[src/design/mch_pkg.sv]
`default_nettype none
package mch_pkg;

  // Defaults for the top-level parameters.
  localparam int SCALE_FRAC_DEF   = 16;
  localparam int CORDIC_STEPS_DEF = 16;
  localparam int CORDIC_MAX_STEPS = 24;

  // Datapath widths.
  localparam int MAG_W    = 49;
  localparam int NORM_W   = 31;
  localparam int SQ_W     = 60;
  localparam int SUMSQ_W  = 62;
  localparam int SPAN_W   = 16;
  localparam int SPSUM_W  = 18;
  localparam int BIAS_W   = 17;
  localparam int TICK_W   = 17;
  localparam int STEP_W   = 5;
  localparam int VEC_W    = 31;
  localparam int CFG_IDX_W  = 1;
  localparam int CFG_DATA_W = 16;

  // Action codes.
  localparam logic [1:0] ACT_MEASURE = 2'd0;
  localparam logic [1:0] ACT_CALIB   = 2'd1;
  localparam logic [1:0] ACT_TICK    = 2'd2;
  localparam logic [1:0] ACT_UNUSED  = 2'd3;

  // Register indexes.
  localparam logic [CFG_IDX_W-1:0] REG_CAL_COUNT   = 1'b0;
  localparam logic [CFG_IDX_W-1:0] REG_STALE_LIMIT = 1'b1;

  // Reset values and limits.
  localparam logic signed [15:0] EXT_MAX_INIT = -16'sd10000;
  localparam logic signed [15:0] EXT_MIN_INIT = 16'sd10000;
  localparam logic [15:0] CAL_COUNT_RST = 16'd1000;
  localparam logic [15:0] STALE_RST     = 16'd200;
  localparam logic [TICK_W-1:0] TICK_MAX = 17'h1FFFF;
  localparam logic signed [32:0] ANG_HALF_PI = 33'sd1686629713;
  localparam logic [16:0] HEAD_MAX = 17'd25736;

  typedef struct packed {
    logic [1:0]         action;
    logic signed [15:0] raw_x;
    logic signed [15:0] raw_y;
    logic signed [15:0] raw_z;
  } mch_in_t;

  typedef struct packed {
    logic signed [15:0] unit_x;
    logic signed [15:0] unit_y;
    logic signed [15:0] unit_z;
    logic signed [15:0] heading;
    logic               healthy;
    logic               calibration_done;
  } mch_out_t;

  typedef struct packed {
    logic load;
    logic mul;
    logic shr;
    logic shl;
    logic sqr;
    logic div_unit;
    logic div_scale;
  } lane_ctrl_t;

  // Arctangent of 2^-i with 30 fractional bits.
  function automatic logic [29:0] atan_entry(input logic [STEP_W-1:0] idx);
    case (idx)
      5'd0:  return 30'd843314857;
      5'd1:  return 30'd497837829;
      5'd2:  return 30'd263043837;
      5'd3:  return 30'd133525159;
      5'd4:  return 30'd67021687;
      5'd5:  return 30'd33543516;
      5'd6:  return 30'd16775851;
      5'd7:  return 30'd8388437;
      5'd8:  return 30'd4194283;
      5'd9:  return 30'd2097149;
      5'd10: return 30'd1048576;
      5'd11: return 30'd524288;
      5'd12: return 30'd262144;
      5'd13: return 30'd131072;
      5'd14: return 30'd65536;
      5'd15: return 30'd32768;
      5'd16: return 30'd16384;
      5'd17: return 30'd8192;
      5'd18: return 30'd4096;
      5'd19: return 30'd2048;
      5'd20: return 30'd1024;
      5'd21: return 30'd512;
      5'd22: return 30'd256;
      5'd23: return 30'd128;
      default: return 30'd0;
    endcase
  endfunction

endpackage
`default_nettype wire

[src/design/mch_isqrt.sv]
`default_nettype none
module mch_isqrt (
  input  wire logic                         clk,
  input  wire logic                         rst_n,
  input  wire logic                         start,
  input  wire logic [mch_pkg::SUMSQ_W-1:0]  radicand,
  output logic                              busy,
  output logic [mch_pkg::NORM_W-1:0]        root
);
  import mch_pkg::*;

  logic [SUMSQ_W-1:0] n_r;
  logic [SUMSQ_W-1:0] r_r;
  logic [SUMSQ_W-1:0] bit_r;
  logic [SUMSQ_W-1:0] trial;

  // Digit-by-digit floor square root, one result bit per cycle.
  assign trial = r_r + bit_r;

  always_ff @(posedge clk) begin
    if (!rst_n) begin
      bit_r <= '0;
    end else if (start) begin
      bit_r <= SUMSQ_W'(1) << (SUMSQ_W - 2);
    end else if (bit_r != '0) begin
      bit_r <= bit_r >> 2;
    end
  end

  always_ff @(posedge clk) begin
    if (start) begin
      n_r <= radicand;
      r_r <= '0;
    end else if (bit_r != '0) begin
      if (n_r >= trial) begin
        n_r <= n_r - trial;
        r_r <= (r_r >> 1) + bit_r;
      end else begin
        r_r <= r_r >> 1;
      end
    end
  end

  assign busy = bit_r != '0;
  assign root = r_r[NORM_W-1:0];

endmodule
`default_nettype wire

[config.mk]
export PLATFORM = sky130hd
export DESIGN_NAME = mch_isqrt
export DESIGN_NICKNAME = d
export VERILOG_FILES = /design/src/design/mch_pkg.sv /design/src/design/mch_isqrt.sv
export SDC_FILE = /design/constraint.sdc
export NUM_CORES = 1
export LEC_CHECK = 0
export BUFFER_PORTS_ARGS = -buffer_cell sky130_fd_sc_hd__buf_4
export CAP_MARGIN = 20
export CORE_MARGIN = 5
export CORE_UTILIZATION = 29
export CTS_CLUSTER_SIZE = 40
export DETAILED_ROUTE_END_ITERATION = 6
export PLACE_DENSITY_LB_ADDON = 0.15
export SLEW_MARGIN = 5
export SYNTH_ARGS = -nofsm -noshare
export SYNTH_HDL_FRONTEND = slang
export SYNTH_SLANG_ARGS = --single-unit
[constraint.sdc]
create_clock -name clk -period 15.1 [get_ports clk]
set_input_delay 2.265 -clock clk [delete_from_list [all_inputs] [get_ports clk]]
set_output_delay 2.265 -clock clk [all_outputs]
set_load 0.02 [all_outputs]
==> metrics.yaml <==
outcome: "completed"
cts_root_buf: "sky130_fd_sc_hd__clkbuf_16"
hp-start: "bit_r[34]"
postLayoutCoreUtil_pct: 32.4
clock_sink_count: 155
r2r_worst_path_depth: 20
clkTransAtPathRegs_ps: 80
endpoint_kind: "register"
vias: 13322
ir_drop_mv: 0.0805
share_of_the_clock_period_used_by_the_worst_path_pct: 43.2
fp.dieW_um: 232
reg2reg_slack_ps: 8580
critical_path.cell_chain: "ha_1 -> a211oi_1 -> a211oi_2 -> a31oi_2 -> o31a_1 -> o21ai_1 -> a211oi_1 -> o21ai_0 -> o21ai_0 -> nor2_1 -> nor2_1 -> xor2_1 -> ha_1 -> nand3_1 -> or3_1 -> a2111oi_4 -> o21ai_2 -> and2_4 -> o21ai_4 -> buf_4"
r2r-start: "r_r[4]"
detailed_router_s_first_iteration_violation_count: 875
synthDistinctLibCells: 87
whs_path_depth: 1
synth_sequential_area_ratio_pct: 26.1
antenna_found_initial: 0
cts.htree.levels: 4
timing.critical_path.slowest_cell_delay_ps: 720
ys_warn_count: 0
relSlewSlack_pct: 31.3
syn-mean-instance-area_um2: 7.91
worstSetupStartpointType: "register"
post-synth-top-area-fraction_pct: 13.0
critical_path.max_fanout: 78
maxCapViolations: 0
cts.repair_timing.setup_buffer_count: 0
port_bufs: 96
gp_congestion: 0.877
first_pass_grt_wire_length_mm: 74.5
timing.critical_path.arrival_ps: 6620
mappedNetlistArea_um2: 14300
timing_worst_slew_pin_value_ps: 1020
max_freq_mhz: 153
core_area_um2: 48800
grt.total_usage_pct: 17.5
post_route_cells_drive_above_1_share_pct: 10.5
largest_net_degree_at_the_start_of_global_routing: 82
powerDensity_nw_per_um2: 119
yosys.area_share.adder_pct: 11.2
yosys-top-cells-area: "sky130_fd_sc_hd__dfxtp_1, sky130_fd_sc_hd__edfxtp_1, sky130_fd_sc_hd__ha_1"
initial_utilization_pct: 29.2
setup_viol: 0
syn_to_final_growth_pct: 11.0
final_net_count: 1999
fp.dieH_um: 232
ys_ff_latch: 155
critical-path-top-delay-family: "compound AO/OA/AOI/OAI gates"
synth_top_family_by_area: "compound AO/OA/AOI/OAI gates"
whs_endpoint: "bit_r[32]"
synthesis.nets: 1997
holdBufCountCts: 0
min-delay-path-class: "register to register"
yosys-mux-area-fraction_pct: 0.587
yosys-top-cells-count: "sky130_fd_sc_hd__nand2_1, sky130_fd_sc_hd__o21ai_0, sky130_fd_sc_hd__nor2_1"
cts-buffers-inserted: 17
final-hold-violation-count: 0
via_count_of_the_first_global_routing_pass: 13021
clock_tree.buffer_depth: 2
cts_repair_resize_count: 0
grt_overflow: 0
postSynth.asyncResetShare_pct: 0
design.portCount: 97
hpwlAfterDp_mm: 37.1
cts_tree: "done"
critical_path.slowest_cell: "sky130_fd_sc_hd__buf_4"
post_synth_and_or_nand_nor_area_fraction_pct: 19.3
vias_per_cell: 5.36
setup-tns-final_ps: 0
synth_compound_area_share_pct: 27.9
synth_flop_cell: "sky130_fd_sc_hd__dfxtp_1"
critical_path_class: "register to register"
wire_per_inst_um: 19.3
slew_viol_final: 0
totalWireLength_mm: 47.9
synthXorXnorAreaFrac_pct: 9.45
rsz_0062_raised_after_global_routing: "false"
critPathBufInv: 1
synthMostInstantiatedCell: "sky130_fd_sc_hd__nand2_1"
synthesis.instances: 1805
drc: 0
leakagePower_nw: 5.93
data_required_time_at_the_worst_endpoint_ps: 15200
drtAntennaViolNets: 0
design.die.area_um2: 53800
worst_r2r_endpoint: "n_r[10]"
finClkSkew_ps: 15.9
insertion_delay_ps: 480
synth_top_cell_by_area: "sky130_fd_sc_hd__dfxtp_1"
synth-edff-count: 62
row_count: 81
period_minus_slack_ps: 6520
firstDrtPassIters: 5
worst register-to-register path, cell delays in order (launching register included):
cell and delay [ps]:
sky130_fd_sc_hd__dfxtp_1 520, sky130_fd_sc_hd__ha_1 330, sky130_fd_sc_hd__a211oi_1 320, sky130_fd_sc_hd__a211oi_2 110
sky130_fd_sc_hd__a31oi_2 310, sky130_fd_sc_hd__o31a_1 220, sky130_fd_sc_hd__o21ai_1 160, sky130_fd_sc_hd__a211oi_1 430
sky130_fd_sc_hd__o21ai_0 210, sky130_fd_sc_hd__o21ai_0 340, sky130_fd_sc_hd__nor2_1 70, sky130_fd_sc_hd__nor2_1 120
sky130_fd_sc_hd__xor2_1 100, sky130_fd_sc_hd__ha_1 430, sky130_fd_sc_hd__nand3_1 190, sky130_fd_sc_hd__or3_1 450
sky130_fd_sc_hd__a2111oi_4 370, sky130_fd_sc_hd__o21ai_2 110, sky130_fd_sc_hd__and2_4 380, sky130_fd_sc_hd__o21ai_4 230
sky130_fd_sc_hd__buf_4 720
routing by layer:
layer,wire (um),GRT usage [%],vias to the layer above
met1,21900,22.6,6319
met3,1880,2.65,53
met2,23100,30.5,295
met5,0,0,-
met4,997,4.99,0
li1,-,-,6655
state kept, by name (all words and copies together), names as in the netlist:
register / count
n_r: 62
r_r: 62
bit_r: 31
report_power, final:
group / switching (mW) / internal [mW] / total (mW)
sequential: 0.0506 / 0.516 / 0.566
combinational: 0.541 / 0.331 / 0.873
clock: 0.210 / 0.233 / 0.443
total: 0.802 / 1.08 / 1.88
kinds of logic (layout without fill, tap and decap cells):
logic type                 after synthesis  count (layout)
other                                    0               1
muxes                                    8               8
xor gates and xnor gates               154             154
DFF                                    155             155
adders and majority gates              127             127
buffers and inverters                  164             179
AOI/OAI and AO/OA                      612             612
and+or+nand+nor                        585             585
final cells by class:
| cell class | instances | area, um^2 |
|---|---|---|
| diodes | 1 | 2.50 |
| clock buffers | 20 | 478 |
| clock inverters | 12 | 98.8 |
| fillers | 5289 | 33000 |
| inverters | 42 | 158 |
| multi-input cells | 1486 | 9770 |
| flip-flops and latches | 155 | 3720 |
| well taps | 664 | 831 |
| repair buffers | 105 | 788 |
layout by cell type, fill, tap and decap left out, types with 5 or more instances in the layout:
master                        n
sky130_fd_sc_hd__a211o_1      7
sky130_fd_sc_hd__a211oi_1    40
sky130_fd_sc_hd__a21boi_0     5
sky130_fd_sc_hd__a21o_1      47
sky130_fd_sc_hd__a21oi_1    129
sky130_fd_sc_hd__a221oi_1     5
sky130_fd_sc_hd__a311oi_1    11
sky130_fd_sc_hd__a31o_2       8
sky130_fd_sc_hd__a31oi_1     61
sky130_fd_sc_hd__a41oi_1      5
sky130_fd_sc_hd__and2_1      20
sky130_fd_sc_hd__and3_1      33
sky130_fd_sc_hd__and4_1       6
sky130_fd_sc_hd__buf_4      105
sky130_fd_sc_hd__clkbuf_16   18
sky130_fd_sc_hd__dfxtp_1     93
sky130_fd_sc_hd__edfxtp_1    62
sky130_fd_sc_hd__ha_1       126
sky130_fd_sc_hd__inv_1       40
sky130_fd_sc_hd__mux2i_1      5
sky130_fd_sc_hd__nand2_1    211
sky130_fd_sc_hd__nand2b_1    12
sky130_fd_sc_hd__nand3_1     32
sky130_fd_sc_hd__nand4_1     39
sky130_fd_sc_hd__nor2_1     136
sky130_fd_sc_hd__nor2b_1     17
sky130_fd_sc_hd__nor3_1      35
sky130_fd_sc_hd__nor4_1      13
sky130_fd_sc_hd__o211ai_1     7
sky130_fd_sc_hd__o21ai_0    154
sky130_fd_sc_hd__o21ai_1     26
sky130_fd_sc_hd__o21bai_1    30
sky130_fd_sc_hd__o31ai_1     10
sky130_fd_sc_hd__or3_1       13
sky130_fd_sc_hd__xnor2_1     78
sky130_fd_sc_hd__xor2_1      76
stage by stage:
step | area, um^2 | std cells | total power [mW] | setup slack, ps | hold slack (ps)
after detailed placement | 15300 | 2452 | 1.44 | 8530 | 508
after global routing | 15800 | 2484 | 2.01 | 7980 | 541
after CTS | 15800 | 2484 | 1.89 | 8480 | 524
final | 15800 | 2485 | 1.88 | 8580 | 524
after floorplan | 14300 | 1805 | 1.22 | 5570 | 473
after global placement | 15300 | 2452 | 1.45 | 8660 | 501
worst max path at each step:
stage               startpoint  endpoint  depth (start not counted)  slack [ps]
floorplan               r_r[4]    n_r[0]                         22        5570
global route            r_r[4]   n_r[47]                         23        7980
CTS                     r_r[4]   n_r[45]                         23        8480
detailed placement      r_r[4]   n_r[11]                         20        8530
finish                  r_r[4]   n_r[10]                         20        8580
global placement        r_r[4]   n_r[10]                         20        8660
Note: power is estimated with default switching activity, not from simulation.
