`src/design/mch_pkg.sv`:
```
`default_nettype none
package mch_pkg;

  // Defaults for the top-level parameters.
  localparam int SCALE_FRAC_DEF   = 16;
  localparam int CORDIC_STEPS_DEF = 16;
  localparam int CORDIC_MAX_STEPS = 24;

  // Datapath widths.
  localparam int MAG_W    = 49;
  localparam int NORM_W   = 31;
  localparam int SQ_W     = 60;
  localparam int SUMSQ_W  = 62;
  localparam int SPAN_W   = 16;
  localparam int SPSUM_W  = 18;
  localparam int BIAS_W   = 17;
  localparam int TICK_W   = 17;
  localparam int STEP_W   = 5;
  localparam int VEC_W    = 31;
  localparam int CFG_IDX_W  = 1;
  localparam int CFG_DATA_W = 16;

  // Action codes.
  localparam logic [1:0] ACT_MEASURE = 2'd0;
  localparam logic [1:0] ACT_CALIB   = 2'd1;
  localparam logic [1:0] ACT_TICK    = 2'd2;
  localparam logic [1:0] ACT_UNUSED  = 2'd3;

  // Register indexes.
  localparam logic [CFG_IDX_W-1:0] REG_CAL_COUNT   = 1'b0;
  localparam logic [CFG_IDX_W-1:0] REG_STALE_LIMIT = 1'b1;

  // Reset values and limits.
  localparam logic signed [15:0] EXT_MAX_INIT = -16'sd10000;
  localparam logic signed [15:0] EXT_MIN_INIT = 16'sd10000;
  localparam logic [15:0] CAL_COUNT_RST = 16'd1000;
  localparam logic [15:0] STALE_RST     = 16'd200;
  localparam logic [TICK_W-1:0] TICK_MAX = 17'h1FFFF;
  localparam logic signed [32:0] ANG_HALF_PI = 33'sd1686629713;
  localparam logic [16:0] HEAD_MAX = 17'd25736;

  typedef struct packed {
    logic [1:0]         action;
    logic signed [15:0] raw_x;
    logic signed [15:0] raw_y;
    logic signed [15:0] raw_z;
  } mch_in_t;

  typedef struct packed {
    logic signed [15:0] unit_x;
    logic signed [15:0] unit_y;
    logic signed [15:0] unit_z;
    logic signed [15:0] heading;
    logic               healthy;
    logic               calibration_done;
  } mch_out_t;

  typedef struct packed {
    logic load;
    logic mul;
    logic shr;
    logic shl;
    logic sqr;
    logic div_unit;
    logic div_scale;
  } lane_ctrl_t;

  // Arctangent of 2^-i with 30 fractional bits.
  function automatic logic [29:0] atan_entry(input logic [STEP_W-1:0] idx);
    case (idx)
      5'd0:  return 30'd843314857;
      5'd1:  return 30'd497837829;
      5'd2:  return 30'd263043837;
      5'd3:  return 30'd133525159;
      5'd4:  return 30'd67021687;
      5'd5:  return 30'd33543516;
      5'd6:  return 30'd16775851;
      5'd7:  return 30'd8388437;
      5'd8:  return 30'd4194283;
      5'd9:  return 30'd2097149;
      5'd10: return 30'd1048576;
      5'd11: return 30'd524288;
      5'd12: return 30'd262144;
      5'd13: return 30'd131072;
      5'd14: return 30'd65536;
      5'd15: return 30'd32768;
      5'd16: return 30'd16384;
      5'd17: return 30'd8192;
      5'd18: return 30'd4096;
      5'd19: return 30'd2048;
      5'd20: return 30'd1024;
      5'd21: return 30'd512;
      5'd22: return 30'd256;
      5'd23: return 30'd128;
      default: return 30'd0;
    endcase
  endfunction

endpackage
`default_nettype wire

```
`src/design/mch_lane.sv`:
```
`default_nettype none
module mch_lane #(
  parameter int SCALE_FRAC_BITS = mch_pkg::SCALE_FRAC_DEF
) (
  input  wire logic                          clk,
  input  wire logic                          rst_n,
  input  wire mch_pkg::lane_ctrl_t           ctrl,
  input  wire logic signed [15:0]            raw,
  input  wire logic signed [mch_pkg::BIAS_W-1:0] bias_twice,
  input  wire logic [31:0]                   scale,
  input  wire logic [mch_pkg::NORM_W-1:0]    norm,
  input  wire logic [mch_pkg::SPSUM_W-1:0]   span_sum,
  input  wire logic [mch_pkg::SPAN_W-1:0]    span,
  output logic [mch_pkg::MAG_W-1:0]          mag,
  output logic                               neg,
  output logic [mch_pkg::SQ_W-1:0]           sq,
  output logic                               div_busy,
  output logic signed [15:0]                 unit,
  output logic [31:0]                        new_scale
);
  import mch_pkg::*;

  localparam int NUM_W = 19 + SCALE_FRAC_BITS;
  localparam int CNT_W = $clog2(NUM_W + 1);

  logic signed [15:0]  raw_r;
  logic                neg_r;
  logic [MAG_W-1:0]    mag_r;
  logic [SQ_W-1:0]     sq_r;
  logic [NORM_W-1:0]   rem_r;
  logic [NORM_W-1:0]   den_r;
  logic [NUM_W-1:0]    num_r;
  logic [NUM_W-1:0]    quo_r;
  logic [CNT_W-1:0]    cnt_r;
  logic signed [17:0]  diff;
  logic signed [50:0]  prod;
  logic [50:0]         prod_abs;
  logic [45:0]         unit_num;
  logic [SPSUM_W-1:0]  scale_den;
  logic [NUM_W-1:0]    scale_num;
  logic [NORM_W:0]     rem_try;
  logic                rem_ge;
  logic [15:0]         uq;
  logic [NUM_W+31:0]   quo_ext;

  // Offset correction and soft-iron gain, both exact in integers.
  assign diff     = {raw_r[15], raw_r, 1'b0} - {bias_twice[BIAS_W-1], bias_twice};
  assign prod     = diff * $signed({1'b0, scale});
  assign prod_abs = prod[50] ? 51'(-prod) : 51'(prod);

  // Dividend of the unit component, rounded half up.
  assign unit_num = {1'b0, mag_r[29:0], 15'b0} + 46'(norm >> 1);

  // Dividend and divisor of the new gain.
  assign scale_den = {1'b0, span, 1'b0} + {2'b00, span};
  assign scale_num = (NUM_W'(span_sum) << SCALE_FRAC_BITS) + NUM_W'(scale_den >> 1);

  // One restoring division step per cycle.
  assign rem_try = {rem_r, num_r[NUM_W-1]};
  assign rem_ge  = rem_try >= {1'b0, den_r};

  always_ff @(posedge clk) begin
    if (ctrl.load) begin
      raw_r <= raw;
    end
    if (ctrl.mul) begin
      mag_r <= prod_abs[MAG_W-1:0];
      neg_r <= prod[50];
    end else if (ctrl.shr) begin
      mag_r <= mag_r >> 1;
    end else if (ctrl.shl) begin
      mag_r <= mag_r << 1;
    end
    if (ctrl.sqr) begin
      sq_r <= mag_r[29:0] * mag_r[29:0];
    end
  end

  // Divider shared by the unit component and the gain update.
  always_ff @(posedge clk) begin
    if (!rst_n) begin
      cnt_r <= '0;
    end else if (ctrl.div_unit) begin
      cnt_r <= CNT_W'(16);
    end else if (ctrl.div_scale) begin
      cnt_r <= CNT_W'(NUM_W);
    end else if (cnt_r != '0) begin
      cnt_r <= cnt_r - 1'b1;
    end
  end

  always_ff @(posedge clk) begin
    if (ctrl.div_unit) begin
      rem_r <= {1'b0, unit_num[45:16]};
      den_r <= norm;
      num_r <= {unit_num[15:0], {(NUM_W-16){1'b0}}};
      quo_r <= '0;
    end else if (ctrl.div_scale) begin
      rem_r <= '0;
      den_r <= NORM_W'(scale_den);
      num_r <= scale_num;
      quo_r <= '0;
    end else if (cnt_r != '0) begin
      rem_r <= rem_ge ? NORM_W'(rem_try - {1'b0, den_r}) : rem_try[NORM_W-1:0];
      num_r <= num_r << 1;
      quo_r <= {quo_r[NUM_W-2:0], rem_ge};
    end
  end

  // Clamp the unit component and restore its sign; saturate the gain.
  assign uq        = quo_r[15] ? 16'd32767 : quo_r[15:0];
  assign quo_ext   = {32'b0, quo_r};
  assign unit      = neg_r ? $signed(16'(~uq + 16'd1)) : $signed(uq);
  assign new_scale = (|quo_ext[NUM_W+31:32]) ? 32'hFFFF_FFFF : quo_ext[31:0];
  assign mag       = mag_r;
  assign neg       = neg_r;
  assign sq        = sq_r;
  assign div_busy  = cnt_r != '0;

endmodule
`default_nettype wire

```
`config.mk`:
```
export PLATFORM = sky130hd
export DESIGN_NAME = mch_lane
export DESIGN_NICKNAME = d
export VERILOG_FILES = /design/src/design/mch_pkg.sv /design/src/design/mch_lane.sv
export SDC_FILE = /design/constraint.sdc
export NUM_CORES = 2
export LEC_CHECK = 0
export BUFFER_PORTS_ARGS = -buffer_cell sky130_fd_sc_hd__buf_2
export CAP_MARGIN = 10
export CORE_MARGIN = 1.5
export CORE_UTILIZATION = 39
export DETAILED_ROUTE_END_ITERATION = 12
export PLACE_DENSITY = 0.63
export SLEW_MARGIN = 20
export SYNTH_ARGS = -nofsm -noshare
export SYNTH_HDL_FRONTEND = slang
export SYNTH_SLANG_ARGS = --single-unit
```
`constraint.sdc`:
```
create_clock -name clk -period 12.4 [get_ports clk]
set_clock_uncertainty 0.1 [all_clocks]
set_input_delay 0.62 -clock clk [delete_from_list [all_inputs] [get_ports clk]]
set_output_delay 0.62 -clock clk [all_outputs]
set_load 0.02 [all_outputs]
```
==> run metrics <==
CP peak stage delay 0.63 ns; max-cap check violation count 0; register area share after synthesis 11.8%; clock buffer depth 3; final worst slack 1.33 ns; Initial Util 39.3%; Critical Path Slowest Stage Cell a2111oi_2; outcome finished, final reports clean; Worst-Margin Slew 1.18 ns; Synth async-reset ratio 0%; Final GP Congestion 0.901; DR iter-0 viols 3,583; P&R area growth vs syn 7.83%; Max Fclk 0.0903 GHz; Syn Inst Count 6,907; end of the worst register-to-register path mag[43]; Crit Path Category register to register; Setup Buffers After CTS 0; Slew Limit Fails 0; CP Max Fanout 38; Die Span Y 400 µm; Fillers 15,449; Congestion Overflow GR 0; Final #Nets 8,774; Worst Setup SP raw_r[0]; RSZ-0062 raised after global routing no; Crit. End Element register; routed vias 48,019; mux cell area share after synthesis 0.551%; clk slew on worst S/H paths 0.05 ns; Rel. slew slack 21.3%; total negative setup slack 0 ns; CP Launch Type register; Hold-fix buffers, CTS 0; Synth Net Count 8,720; final setup violation count 0; first-pass GRT wire length 279,000 µm; core area 0.156 mm²; gr usage total 22.0%; Post-Synth XOR/XNOR Area 3.27%; vias in the first global route 49,920; TritonCTS clock tree yes; hold path cells 1; largest net degree at the start of global routing 97; top_reg_cell synth edfxtp_1; endpoints failing hold 0; initial antenna violation count 4; path depth of the worst reg2reg path 34; # DRC 0; DR WL/cell 19.5 µm; die width 400 µm; placed cells 8,978; HP Class input port to register; drt via density 5.31; CP endpoint mag[43]; clock latency on the worst-skew pair 0.61 ns; DPL Wire Length 139,000 µm; yosys warns 0; Post-Synth Adder-Cell Area 48.4%; WP data required 12.63 ns; Post-synth EDFFs 202; synthesized area per cell 8.91 µm²; Routed WL 176,000 µm; post-synth cell types 91; R2R setup slack 1.33 ns; drt first pass iters 5; Rows 145; final worst path period need 11.07 ns; CTS Buf Count 39; Die Area 0.160 mm²; Crit path top cell by count fa_1; final period utilization 89.3%; # resized after CTS 0; reg-to-reg startpoint raw_r[0]; Critical Path AT 11.30 ns; Yosys reg bits 263; share of post-route cells with drive strength above 1 7.43%; CTS sink cnt 263; Max H-tree Level 2; Post-Place Worst Slack 1.01 ns; Port Buffers 296; largest family of logic cells by synthesized area adder cells; Synth Area in Simple Gates 14.9%; synthesized cell area 0.0615 mm²; Compound-Gate Fraction of Synth Area 9.85%; Layout Cells excl Fill 9,049; num ports 298; CTS root buf clkbuf_16; ANT nets after route 0
[cells by family after synthesis]
kind of cell               after synthesis
adders and majority gates             1674
other                                    1
and+or+nand+nor                       1936
buffers and inverters                 1827
muxes                                   33
AOI/OAI and AO/OA                      943
xor gates and xnor gates               230
DFF                                    263
[flip-flops by register name, indices dropped and copies added (netlist names)]
| register | cells |
|---|---|
| cnt_r | 6 |
| den_r | 31 |
| mag | 49 |
| neg | 1 |
| num_r | 35 |
| quo_r | 35 |
| raw_r | 16 |
| rem_r | 31 |
| sq | 59 |
[routing by layer]
metal	up-vias	GRT usage, %	wire length (µm)
met3	301	3.90	13600
met2	1795	36.4	83900
met4	4	7.79	6630
met5	-	0	21
met1	24208	28.8	72000
li1	21711	-	-
[cell type report]
type / instances / area [µm²] / share of cell area, %
diodes: 2 / 5.00 / 0.00754
clock buffers: 41 / 1000 / 1.51
clock inverters: 28 / 304 / 0.458
inverters: 1467 / 5510 / 8.30
multi-input cells: 4817 / 47600 / 71.7
flip-flops and latches: 263 / 7290 / 11.0
well taps: 2058 / 2570 / 3.88
repair buffers: 373 / 2060 / 3.11
[Yosys cell counts (7+ instances only)]
cell type	n	area, µm²
o21bai_1	24	180
a31oi_1	55	344
dfxtp_1	61	1220
a2111oi_0	9	78.8
nor3_1	56	280
edfxtp_1	202	6070
mux2i_1	26	260
a211oi_1	84	631
a21oi_1	276	1380
and3_1	34	213
buf_1	18	67.6
or3_1	26	163
o211ai_1	35	263
or4_1	7	52.6
clkbuf_1	334	1250
xor2_1	86	753
nor2b_1	61	382
a311oi_1	14	123
ha_1	495	6190
nand4_1	47	294
or2_2	22	138
o22ai_1	44	275
fa_1	1179	23600
nor4_1	20	125
a21o_1	76	571
o311ai_0	12	105
nand2b_1	82	513
inv_1	1456	5470
and2_1	298	1860
mux2_2	7	78.8
xnor2_1	144	1260
o31ai_1	16	120
and4_1	8	70.1
a211o_1	7	61.3
o21a_1	23	173
o21ai_0	172	861
a21boi_0	15	113
nand2_1	901	3380
nand3_1	112	561
nor2_1	240	901
[cell usage in the layout, fill, tap and decap left out, drive strengths merged, types with 176 or more instances in the layout]
master,n
inv,1464
edfxtp,202
nor2,240
buf,373
o21ai,176
a21oi,276
fa,1179
ha,495
nand2,901
and2,299
[through the flow]
stage                     hold WS [ns]  util [%]  instance area, µm²
after floorplan                  0.332         -               61500
after global placement           0.349      41.6               65000
after detailed placement         0.355      41.6               65000
after CTS                       0.0398      42.4               66300
after global routing            0.0556      42.4               66300
final                           0.0784      42.4               66300
[critical path: cells and delay by family, from the launching register on]
kind,cells,cell delay (ns)
buffers and inverters,4,0.52
and+or+nand+nor,6,1.61
AOI/OAI and AO/OA,14,3.80
adders and majority gates,8,3.74
DFF,1,0.41
xor gates and xnor gates,2,0.59
[worst min path at each step]
stage / from / to / slack [ns]
global placement: quo_r[30] / quo_r[30] / 0.35
CTS: raw[8] / raw_r[8] / 0.04
floorplan: quo_r[34] / quo_r[34] / 0.33
global route: raw[11] / raw_r[11] / 0.06
detailed placement: quo_r[30] / quo_r[30] / 0.36
finish: raw[6] / raw_r[6] / 0.08
Power is left out: the tool's default activity adds up to more than one toggle a clock period on the data nets, which glitch-free logic cannot reach.
