`src/design/mch_pkg.sv`:
```
`default_nettype none
package mch_pkg;

  // Defaults for the top-level parameters.
  localparam int SCALE_FRAC_DEF   = 16;
  localparam int CORDIC_STEPS_DEF = 16;
  localparam int CORDIC_MAX_STEPS = 24;

  // Datapath widths.
  localparam int MAG_W    = 49;
  localparam int NORM_W   = 31;
  localparam int SQ_W     = 60;
  localparam int SUMSQ_W  = 62;
  localparam int SPAN_W   = 16;
  localparam int SPSUM_W  = 18;
  localparam int BIAS_W   = 17;
  localparam int TICK_W   = 17;
  localparam int STEP_W   = 5;
  localparam int VEC_W    = 31;
  localparam int CFG_IDX_W  = 1;
  localparam int CFG_DATA_W = 16;

  // Action codes.
  localparam logic [1:0] ACT_MEASURE = 2'd0;
  localparam logic [1:0] ACT_CALIB   = 2'd1;
  localparam logic [1:0] ACT_TICK    = 2'd2;
  localparam logic [1:0] ACT_UNUSED  = 2'd3;

  // Register indexes.
  localparam logic [CFG_IDX_W-1:0] REG_CAL_COUNT   = 1'b0;
  localparam logic [CFG_IDX_W-1:0] REG_STALE_LIMIT = 1'b1;

  // Reset values and limits.
  localparam logic signed [15:0] EXT_MAX_INIT = -16'sd10000;
  localparam logic signed [15:0] EXT_MIN_INIT = 16'sd10000;
  localparam logic [15:0] CAL_COUNT_RST = 16'd1000;
  localparam logic [15:0] STALE_RST     = 16'd200;
  localparam logic [TICK_W-1:0] TICK_MAX = 17'h1FFFF;
  localparam logic signed [32:0] ANG_HALF_PI = 33'sd1686629713;
  localparam logic [16:0] HEAD_MAX = 17'd25736;

  typedef struct packed {
    logic [1:0]         action;
    logic signed [15:0] raw_x;
    logic signed [15:0] raw_y;
    logic signed [15:0] raw_z;
  } mch_in_t;

  typedef struct packed {
    logic signed [15:0] unit_x;
    logic signed [15:0] unit_y;
    logic signed [15:0] unit_z;
    logic signed [15:0] heading;
    logic               healthy;
    logic               calibration_done;
  } mch_out_t;

  typedef struct packed {
    logic load;
    logic mul;
    logic shr;
    logic shl;
    logic sqr;
    logic div_unit;
    logic div_scale;
  } lane_ctrl_t;

  // Arctangent of 2^-i with 30 fractional bits.
  function automatic logic [29:0] atan_entry(input logic [STEP_W-1:0] idx);
    case (idx)
      5'd0:  return 30'd843314857;
      5'd1:  return 30'd497837829;
      5'd2:  return 30'd263043837;
      5'd3:  return 30'd133525159;
      5'd4:  return 30'd67021687;
      5'd5:  return 30'd33543516;
      5'd6:  return 30'd16775851;
      5'd7:  return 30'd8388437;
      5'd8:  return 30'd4194283;
      5'd9:  return 30'd2097149;
      5'd10: return 30'd1048576;
      5'd11: return 30'd524288;
      5'd12: return 30'd262144;
      5'd13: return 30'd131072;
      5'd14: return 30'd65536;
      5'd15: return 30'd32768;
      5'd16: return 30'd16384;
      5'd17: return 30'd8192;
      5'd18: return 30'd4096;
      5'd19: return 30'd2048;
      5'd20: return 30'd1024;
      5'd21: return 30'd512;
      5'd22: return 30'd256;
      5'd23: return 30'd128;
      default: return 30'd0;
    endcase
  endfunction

endpackage
`default_nettype wire

```
`src/design/mch_cordic.sv`:
```
`default_nettype none
module mch_cordic #(
  parameter int CORDIC_STEPS = mch_pkg::CORDIC_STEPS_DEF
) (
  input  wire logic                             clk,
  input  wire logic                             rst_n,
  input  wire logic                             start,
  input  wire logic signed [mch_pkg::VEC_W-1:0] x_in,
  input  wire logic signed [mch_pkg::VEC_W-1:0] y_in,
  output logic                                  busy,
  output logic signed [15:0]                    heading
);
  import mch_pkg::*;

  localparam int RUN = (CORDIC_STEPS < CORDIC_MAX_STEPS) ? CORDIC_STEPS : CORDIC_MAX_STEPS;

  logic signed [33:0] x_r;
  logic signed [33:0] y_r;
  logic signed [32:0] z_r;
  logic [STEP_W-1:0]  i_r;
  logic               run_r;
  logic               zero_r;
  logic signed [33:0] x_ext;
  logic signed [33:0] y_ext;
  logic signed [33:0] dx;
  logic signed [33:0] dy;
  logic signed [32:0] ang;
  logic [32:0]        z_mag;
  logic [16:0]        z_rnd;
  logic [15:0]        z_clip;

  assign x_ext = 34'(x_in);
  assign y_ext = 34'(y_in);
  assign dx    = y_r >>> i_r;
  assign dy    = x_r >>> i_r;
  assign ang   = $signed({3'b000, atan_entry(i_r)});

  // Step counter and run flag.
  always_ff @(posedge clk) begin
    if (!rst_n) begin
      run_r <= 1'b0;
      i_r   <= '0;
    end else if (start) begin
      run_r <= 1'b1;
      i_r   <= '0;
    end else if (run_r) begin
      i_r <= i_r + 1'b1;
      if (i_r == STEP_W'(RUN - 1)) begin
        run_r <= 1'b0;
      end
    end
  end

  // Pre-rotation into the right half plane, then vectoring steps.
  always_ff @(posedge clk) begin
    if (start) begin
      zero_r <= (x_in == '0) && (y_in == '0);
      if (x_in < 0) begin
        if (y_in >= 0) begin
          x_r <= y_ext;
          y_r <= -x_ext;
          z_r <= ANG_HALF_PI;
        end else begin
          x_r <= -y_ext;
          y_r <= x_ext;
          z_r <= -ANG_HALF_PI;
        end
      end else begin
        x_r <= x_ext;
        y_r <= y_ext;
        z_r <= '0;
      end
    end else if (run_r) begin
      if (y_r > 0) begin
        x_r <= x_r + dx;
        y_r <= y_r - dy;
        z_r <= z_r + ang;
      end else begin
        x_r <= x_r - dx;
        y_r <= y_r + dy;
        z_r <= z_r - ang;
      end
    end
  end

  // Round the angle half away from zero to Q3.13 and clamp to pi.
  assign z_mag  = z_r[32] ? 33'(-z_r) : 33'(z_r);
  assign z_rnd  = 17'((z_mag + 33'd65536) >> 17);
  assign z_clip = (z_rnd > HEAD_MAX) ? HEAD_MAX[15:0] : z_rnd[15:0];
  assign heading = zero_r ? 16'sd0 :
                   (z_r[32] ? $signed(16'(~z_clip + 16'd1)) : $signed(z_clip));
  assign busy = run_r;

endmodule
`default_nettype wire

```
`config.mk`:
```
export PLATFORM = sky130hd
export DESIGN_NAME = mch_cordic
export DESIGN_NICKNAME = d
export VERILOG_FILES = /design/src/design/mch_pkg.sv /design/src/design/mch_cordic.sv
export SDC_FILE = /design/constraint.sdc
export NUM_CORES = 1
export LEC_CHECK = 0
export BUFFER_PORTS_ARGS = -buffer_cell sky130_fd_sc_hd__buf_2
export CAP_MARGIN = 20
export CORE_MARGIN = 2
export CORE_UTILIZATION = 60
export CTS_CLUSTER_SIZE = 20
export DETAILED_ROUTE_END_ITERATION = 10
export GPL_ROUTABILITY_DRIVEN = 0
export PLACE_DENSITY_LB_ADDON = 0.25
export SLEW_MARGIN = 20
export SYNTH_ARGS = -nofsm -noshare
export SYNTH_HDL_FRONTEND = slang
export SYNTH_SLANG_ARGS = --single-unit
```
`constraint.sdc`:
```
create_clock -name clk -period 7.9 [get_ports clk]
set_clock_uncertainty 0.05 [all_clocks]
set_input_delay 0.79 -clock clk [delete_from_list [all_inputs] [get_ports clk]]
set_output_delay 0.79 -clock clk [all_outputs]
set_load 0.005 [all_outputs]
```
==> key figures, run 1 <==
Logic synthesis
  • Share of synthesized registers carrying an async set or reset: 0%
  • Post-Syn Nets: approximately 2600
  • Gate count after technology mapping: 2387
  • Top area cells in the synthesized netlist: edfxtp_1 (16%), mux4_2 (11%), ha_1 (7.2%)
  • Post-synth EDFFs: 102
  • Synth warnings: 0
  • Synth cell types: 83
  • Synthesized area divided by synthesized cell count: 8.25 um2
  • Synthesis-stage register bit count: 138
  • Top cells by count, synth: o21ai_0 (217), nand2_1 (198), nor2_1 (178), a21oi_1 (165), xnor2_1 (120)
  • Register area share after synthesis: 19.2%
  • Leading register cell type out of synthesis: edfxtp_1
  • Fraction of post-synthesis cell area in the top cell type by area: 15.5%
  • Library cell with the highest instance count after synthesis: o21ai_0
  • Cell area after synthesis: 19700 um2
  • Cell type with the largest total area after synthesis: edfxtp_1

Clock tree
  • H-tree depth: 4
  • TritonCTS clock tree: built
  • CTS Root Cell: clkbuf_16
  • Post-cts hold buffer count: 0
  • Clock transition at the registers of the reported paths: 0.07 ns
  • Deepest clock path buffer count: 2
  • Sink Count: 138
  • Number of buffers created by CTS: 17
  • Clock latency on the worst-skew pair: 0.46 ns

Route
  • Overall routed net length: 62500 um
  • Detail-routed via count per cell: about 7
  • Antenna-violating nets left: 0
  • DRC Markers: 0
  • Average wire per standard cell: about 22 um
  • Detailed Routing Iterations Pass 1: 9
  • DRC marker count from the first detailed-route iteration: 2476
  • Overall via count from detail_route: 19800

Worst setup path
  • Setup crit end kind: primary output
  • Worst endpoint data arrival time: ~6.6 ns
  • Required time of the worst setup path: 7.06 ns
  • CP max FO: 11
  • Kind of start point of the critical path: register
  • Type of the setup path with the least slack: reg2out

Timing
  • Final period demand of the worst path: 7.45 ns
  • Unrepaired setup endpoints after global routing: no
  • Post-route clock period utilization: a little over nine tenths
  • Max-slew headroom at the worst pin: 27.8%
  • Endpoints failing hold: 0
  • Setup-failing EPs final: 0
  • Fin Setup TNS: 0 ns
  • Peak Freq: approximately 130 MHz
  • Number of pins with negative max-slew slack in the final report: 0
  • Slew at the pin with the worst max-slew slack: 1.08 ns

Place
  • Number of buffers inserted by port buffering: 81
  • DP Wirelength: 47200 um

Finish
  • Final #Nets: 2561
  • Area growth from synthesis to final layout: 6.89%
  • Fraction of final layout cells with drive strength greater than 1: 13.4%
  • Fill cells: 2710

Floorplanning
  • Number of cell rows: 66
  • Total I/O pin count: 82
  • Starting density of the core: about three fifths
  • Die ar.: 34300 um2
  • DIE WIDTH: 185 um
  • Die outline height: 185 um
  • Floorplan Core Area: 32500 um2

Global routing
  • Global routing's busiest layer: met2
  • Vias in the first global route: 18600
  • Global routing usage on met2: 61.7%
  • Global-route total usage across every layer: 36.8%
  • Maximum number of pins on one net before global-route repair: 87
  • Antenna violations before repair: 8
  • Fraction of met3 tracks used by global routing: 6.69%
  • Total overflow reported by the global router: 0
  • Wire length of the first global-routing pass: about 99000 um
  • Met1 usage in global routing: 44.0%

Outcome
  • Status: finished, final reports clean

Flow run
  • Max capacitance violation total: 0

Hold path
  • Path type of the worst min-delay path: in2reg
[logic make-up (layout without fill, tap and decap cells)]
logic type      count (synthesis)  in the layout  synth area share (%)
compound gates                776            776                  25.3
xor+xnor                      239            239                  10.6
fa+ha+maj                     117            117                  7.54
buf+inv                       232            237                  4.62
flops                         138            138                  19.2
mux                           173            173                  14.9
other cells                     0              8                     0
simple gates                  712            712                  17.8
[layout by cell type (no fill, tap or decap), types with 19 or more instances in the layout]
cell type,instances
o21ai_0,217
nand2_1,198
nor2_1,177
a21oi_1,165
xnor2_1,120
xor2_1,118
ha_1,114
edfxtp_1,102
mux4_2,93
inv_1,85
buf_2,79
o211ai_1,69
a21o_1,59
nand3_1,53
mux2i_1,47
nor3_1,47
o31ai_1,40
or3_1,35
buf_4,34
dfxtp_1,33
mux2_2,32
a31oi_1,31
nor4_1,30
o21a_1,26
nand2b_1,25
or4_1,22
nand4_1,19
and3_1,19
[sequential cells by signal (all words and copies together), names as in the netlist]
name,count
busy,1
y_r,34
zero_r,1
ang,30
z_r,33
x_r,34
i_r,5
[worst paths after layout]
check / cells after the start / to / slack, ns / startpoint
setup / recovery: 24 / heading[10] / 0.45 / z_r[6]
hold reg to reg: 2 / busy / 0.61 / busy
hold / removal: 2 / busy / 0.60 / rst_n
setup reg to reg: 19 / x_r[32] / 0.76 / i_r[1]
[metrics by stage]
step	utilization (%)	cell area, um2	cells	hold WS, ns	worst slack (ns)
after global placement	62.7	20400	2802	0.576	0.439
after global routing	64.9	21100	2842	0.598	0.0501
final	64.9	21100	2842	0.598	0.454
after detailed placement	62.7	20400	2802	0.582	0.181
after floorplan	-	19700	2387	0.551	0.715
after CTS	64.6	21000	2834	0.577	0.0265
[worst max-delay path: stages, from the launching register on]
cell and delay [ns]:
edfxtp_1 0.42, nor4_1 0.43, nand4_1 0.28, o21ai_0 0.27, xnor2_1 0.15, ha_1 0.29, inv_1 0.13, nor2_1 0.16
o311a_1 0.23, nor3_2 0.09, a2111o_1 0.50, and2_0 0.19, a31oi_2 0.26, nor2b_1 0.29, or3_1 0.16, and2_2 0.28
nand2b_1 0.15, ha_1 0.19, nand2_1 0.08, nor4b_2 0.35, nand2b_1 0.18, or4_1 0.46, a22o_1 0.20, a221oi_1 0.26
buf_2 0.16
[cell type report]
class | instances | area, um2 | area share (%)
well taps | 442 | 553 | 2.63
flip-flops and latches | 138 | 3790 | 18.0
clock buffers | 18 | 450 | 2.14
diodes | 8 | 20.0 | 0.0951
repair buffers | 113 | 651 | 3.09
clock inverters | 14 | 148 | 0.701
multi-input cells | 2017 | 15100 | 71.7
inverters | 92 | 345 | 1.64
[layer usage]
layer	wire length [um]	part of all wire, %
met5	0	0
met4	4140	6.6
met1	23500	38
met3	5650	9.0
met2	29300	47
[what timing repair did]
| item | 4_1_cts | 5_1_grt |
|---|---|---|
| resized for setup | 3 | 10 |
| setup buffers | 0 | 0 |
| pin swaps | 0 | 1 |
| endpoints found under the setup margin | 3 | 4 |
Power of run 1 is left out: the tool's default activity adds up to more than one toggle a clock period on the data nets, which glitch-free logic cannot reach.
==> inputs of run 2 (changes only) <==
--- a/config.mk
+++ b/config.mk
@@ -8,7 +8,7 @@
 export BUFFER_PORTS_ARGS = -buffer_cell sky130_fd_sc_hd__buf_2
 export CAP_MARGIN = 20
 export CORE_MARGIN = 2
-export CORE_UTILIZATION = 60
+export CORE_UTILIZATION = 35
 export CTS_CLUSTER_SIZE = 20
 export DETAILED_ROUTE_END_ITERATION = 10
 export GPL_ROUTABILITY_DRIVEN = 0
==> key figures, run 2 (synthesis gave the netlist of run 1 again) <==
Worst setup path
  • Type of the setup path with the least slack: reg2out
  • Setup crit end kind: primary output
  • Setup slack, reg-to-reg: between 0.9 and 1 ns
  • Worst endpoint data arrival time: 6.59 ns
  • Worst R2R Start: i_r[0]
  • Reg-to-reg endpoint: x_r[32]
  • Largest stage delay on the critical path: 0.50 ns
  • Slowest CP cell: a2111o_1
  • Delay-heaviest family, CP: simple AND/OR/NAND/NOR gates
  • Number of buffer and inverter instances along the worst setup path: 3
  • Kind of start point of the critical path: register
  • CP max FO: 6
  • Reg2reg path depth: 18
  • Required time of the worst setup path: 7.06 ns
  • CP Depth: 25

Place
  • Post-Place Cell Area: 20800 um2
  • DP Wirelength: 51800 um
  • Placed Cells: 3110
  • Pre-CTS worst setup slack: 0.373 ns
  • Number of buffers inserted by port buffering: 81

Power and ir drop
  • Combinational power share: around 77%
  • VDD IR max: 0.227 mV
  • Switching component of the power: 0.00605 W
  • Power share of the sequential group: between 15 and 20%
  • Power per unit of standard cell area: approximately 540 nW/um2
  • Switching part of the total: 52.2%
  • Leakage power summed over all cells: 8.23 nW
  • Clock power frac: 7.1%
  • Int Pwr: around 0.0055 W

Route
  • Detail-routed via count per cell: 6.13
  • DRC Markers: 0
  • Overall routed net length: 66900 um
  • Detailed Routing Iterations Pass 1: 5
  • Antenna-violating nets left: 0
  • Average wire per standard cell: 21.3 um
  • Overall via count from detail_route: 19300
  • DRC marker count from the first detailed-route iteration: 1632

Timing
  • Slew at the pin with the worst max-slew slack: between 1 and 1.5 ns
  • Max-slew headroom at the worst pin: 30.0%
  • Fin Setup TNS: 0 ns
  • Setup-failing EPs final: 0
  • Post-route clock period utilization: 94.0%
  • Number of pins with negative max-slew slack in the final report: 0
  • Final period demand of the worst path: 7.43 ns
  • Unrepaired setup endpoints after global routing: no
  • Endpoints failing hold: 0
  • Peak Freq: around 130 MHz
  • Fin worst setup slack: 0.473 ns

Global routing
  • Maximum number of pins on one net before global-route repair: 82
  • Global-route total usage across every layer: between 20% and 30%
  • Total overflow reported by the global router: 0
  • Antenna violations before repair: 5
  • Vias in the first global route: 18500
  • Wire length of the first global-routing pass: 103000 um

Clock tree
  • Clock transition at the registers of the reported paths: 0.07 ns
  • Deepest clock path buffer count: 2
  • Clock latency on the worst-skew pair: around 0.47 ns
  • CTS Root Cell: clkbuf_16
  • Count of buffers added by post-CTS timing repair for setup: 0
  • H-tree depth: 4
  • TritonCTS clock tree: built
  • Number of buffers created by CTS: 17
  • Sink Count: 138

Finish
  • Final #Nets: 2563
  • Fill cells: 5617
  • Sequential cell area: around 3800 um2
  • Non-filler cells, final: 3146
  • Commonest non-fill, non-tap cells in the layout: o21ai_0 (217), nand2_1 (198), nor2_1 (177)
  • Multi-input gate area: 15100 um2
  • Fraction of final layout cells with drive strength greater than 1: 13.5%
  • Area growth from synthesis to final layout: 9.09%
  • Final Instance Area: 21500 um2
  • Most common library cell in the layout ignoring fill and taps: o21ai_0
  • Top Registers: x_r x34, y_r x34, z_r x33

Hold path
  • Path type of the worst min-delay path: in2reg
  • Hold_sp: rst_n
  • Worst hold path stage count: 2
  • Hold Crit Endpoint: busy

Floorplanning
  • Die outline height: 241 um
  • Die ar.: 58200 um2
  • Total I/O pin count: 82
  • DIE WIDTH: around 240 um
  • Floorplan Core Area: 55400 um2
  • Number of cell rows: 86
  • Starting density of the core: 35.6%

Outcome
  • Status: finished, final reports clean

Flow run
  • Max capacitance violation total: 0
==> run 2: repair_timing <==
action	4_1_cts	5_1_grt
gates cloned	0	0
gates resized for setup	1	9
setup endpoints to repair	3	4
hold buffers	0	0
==> run 2: layout make-up <==
| cell class | count | area share (%) |
|---|---|---|
| tap | 748 | 4.35 |
| timing repair buffer | 115 | 3.36 |
| sequential | 138 | 17.6 |
| antenna | 4 | 0.0466 |
| multi-input combinational | 2017 | 70.3 |
| clock buffer | 20 | 2.28 |
| clock inverter | 12 | 0.460 |
| inverter | 92 | 1.61 |
==> run 2: routing by layer <==
metal | part of all wire, % | vias up | wire length, um | GRT usage (%)
met5 | 0 | - | 0 | 0
met4 | 4.3 | 0 | 2900 | 10.0
met3 | 6.5 | 156 | 4350 | 3.52
met2 | 48 | 770 | 31800 | 39.2
met1 | 42 | 9270 | 27800 | 28.2
li1 | - | 9101 | - | -
==> run 2: worst max path at each step <==
stage / slack (ns) / startpoint / endpoint
after floorplan: 0.72 / z_r[32] / heading[10]
after global placement: 0.51 / z_r[7] / heading[10]
after detailed placement: 0.37 / z_r[8] / heading[10]
after CTS: 0.01 / z_r[8] / heading[10]
after global routing: 0.02 / z_r[6] / heading[10]
final: 0.47 / z_r[14] / heading[10]
==> run 2: metrics by stage <==
stage / power (W) / util, % / hold WS (ns)
global route: 0.0126 / 38.8 / 0.529
finish: 0.0116 / 38.8 / 0.535
global placement: 0.0104 / 37.6 / 0.622
detailed placement: 0.0105 / 37.6 / 0.626
CTS: 0.0114 / 38.6 / 0.512
floorplan: 0.00835 / - / 0.551
==> run 2: power by group through the flow <==
| stage | clock, W | sequential (W) | combinational (W) |
|---|---|---|---|
| global route | 0.000866 | 0.00183 | 0.00988 |
| CTS | 0.000845 | 0.00177 | 0.00882 |
| global placement | 0 | 0.00177 | 0.00863 |
| detailed placement | 0 | 0.00178 | 0.00873 |
| finish | 0.000825 | 0.00180 | 0.00897 |
| floorplan | 0 | 0.00150 | 0.00684 |
No activity file was read; power rests on OpenSTA's default activity.
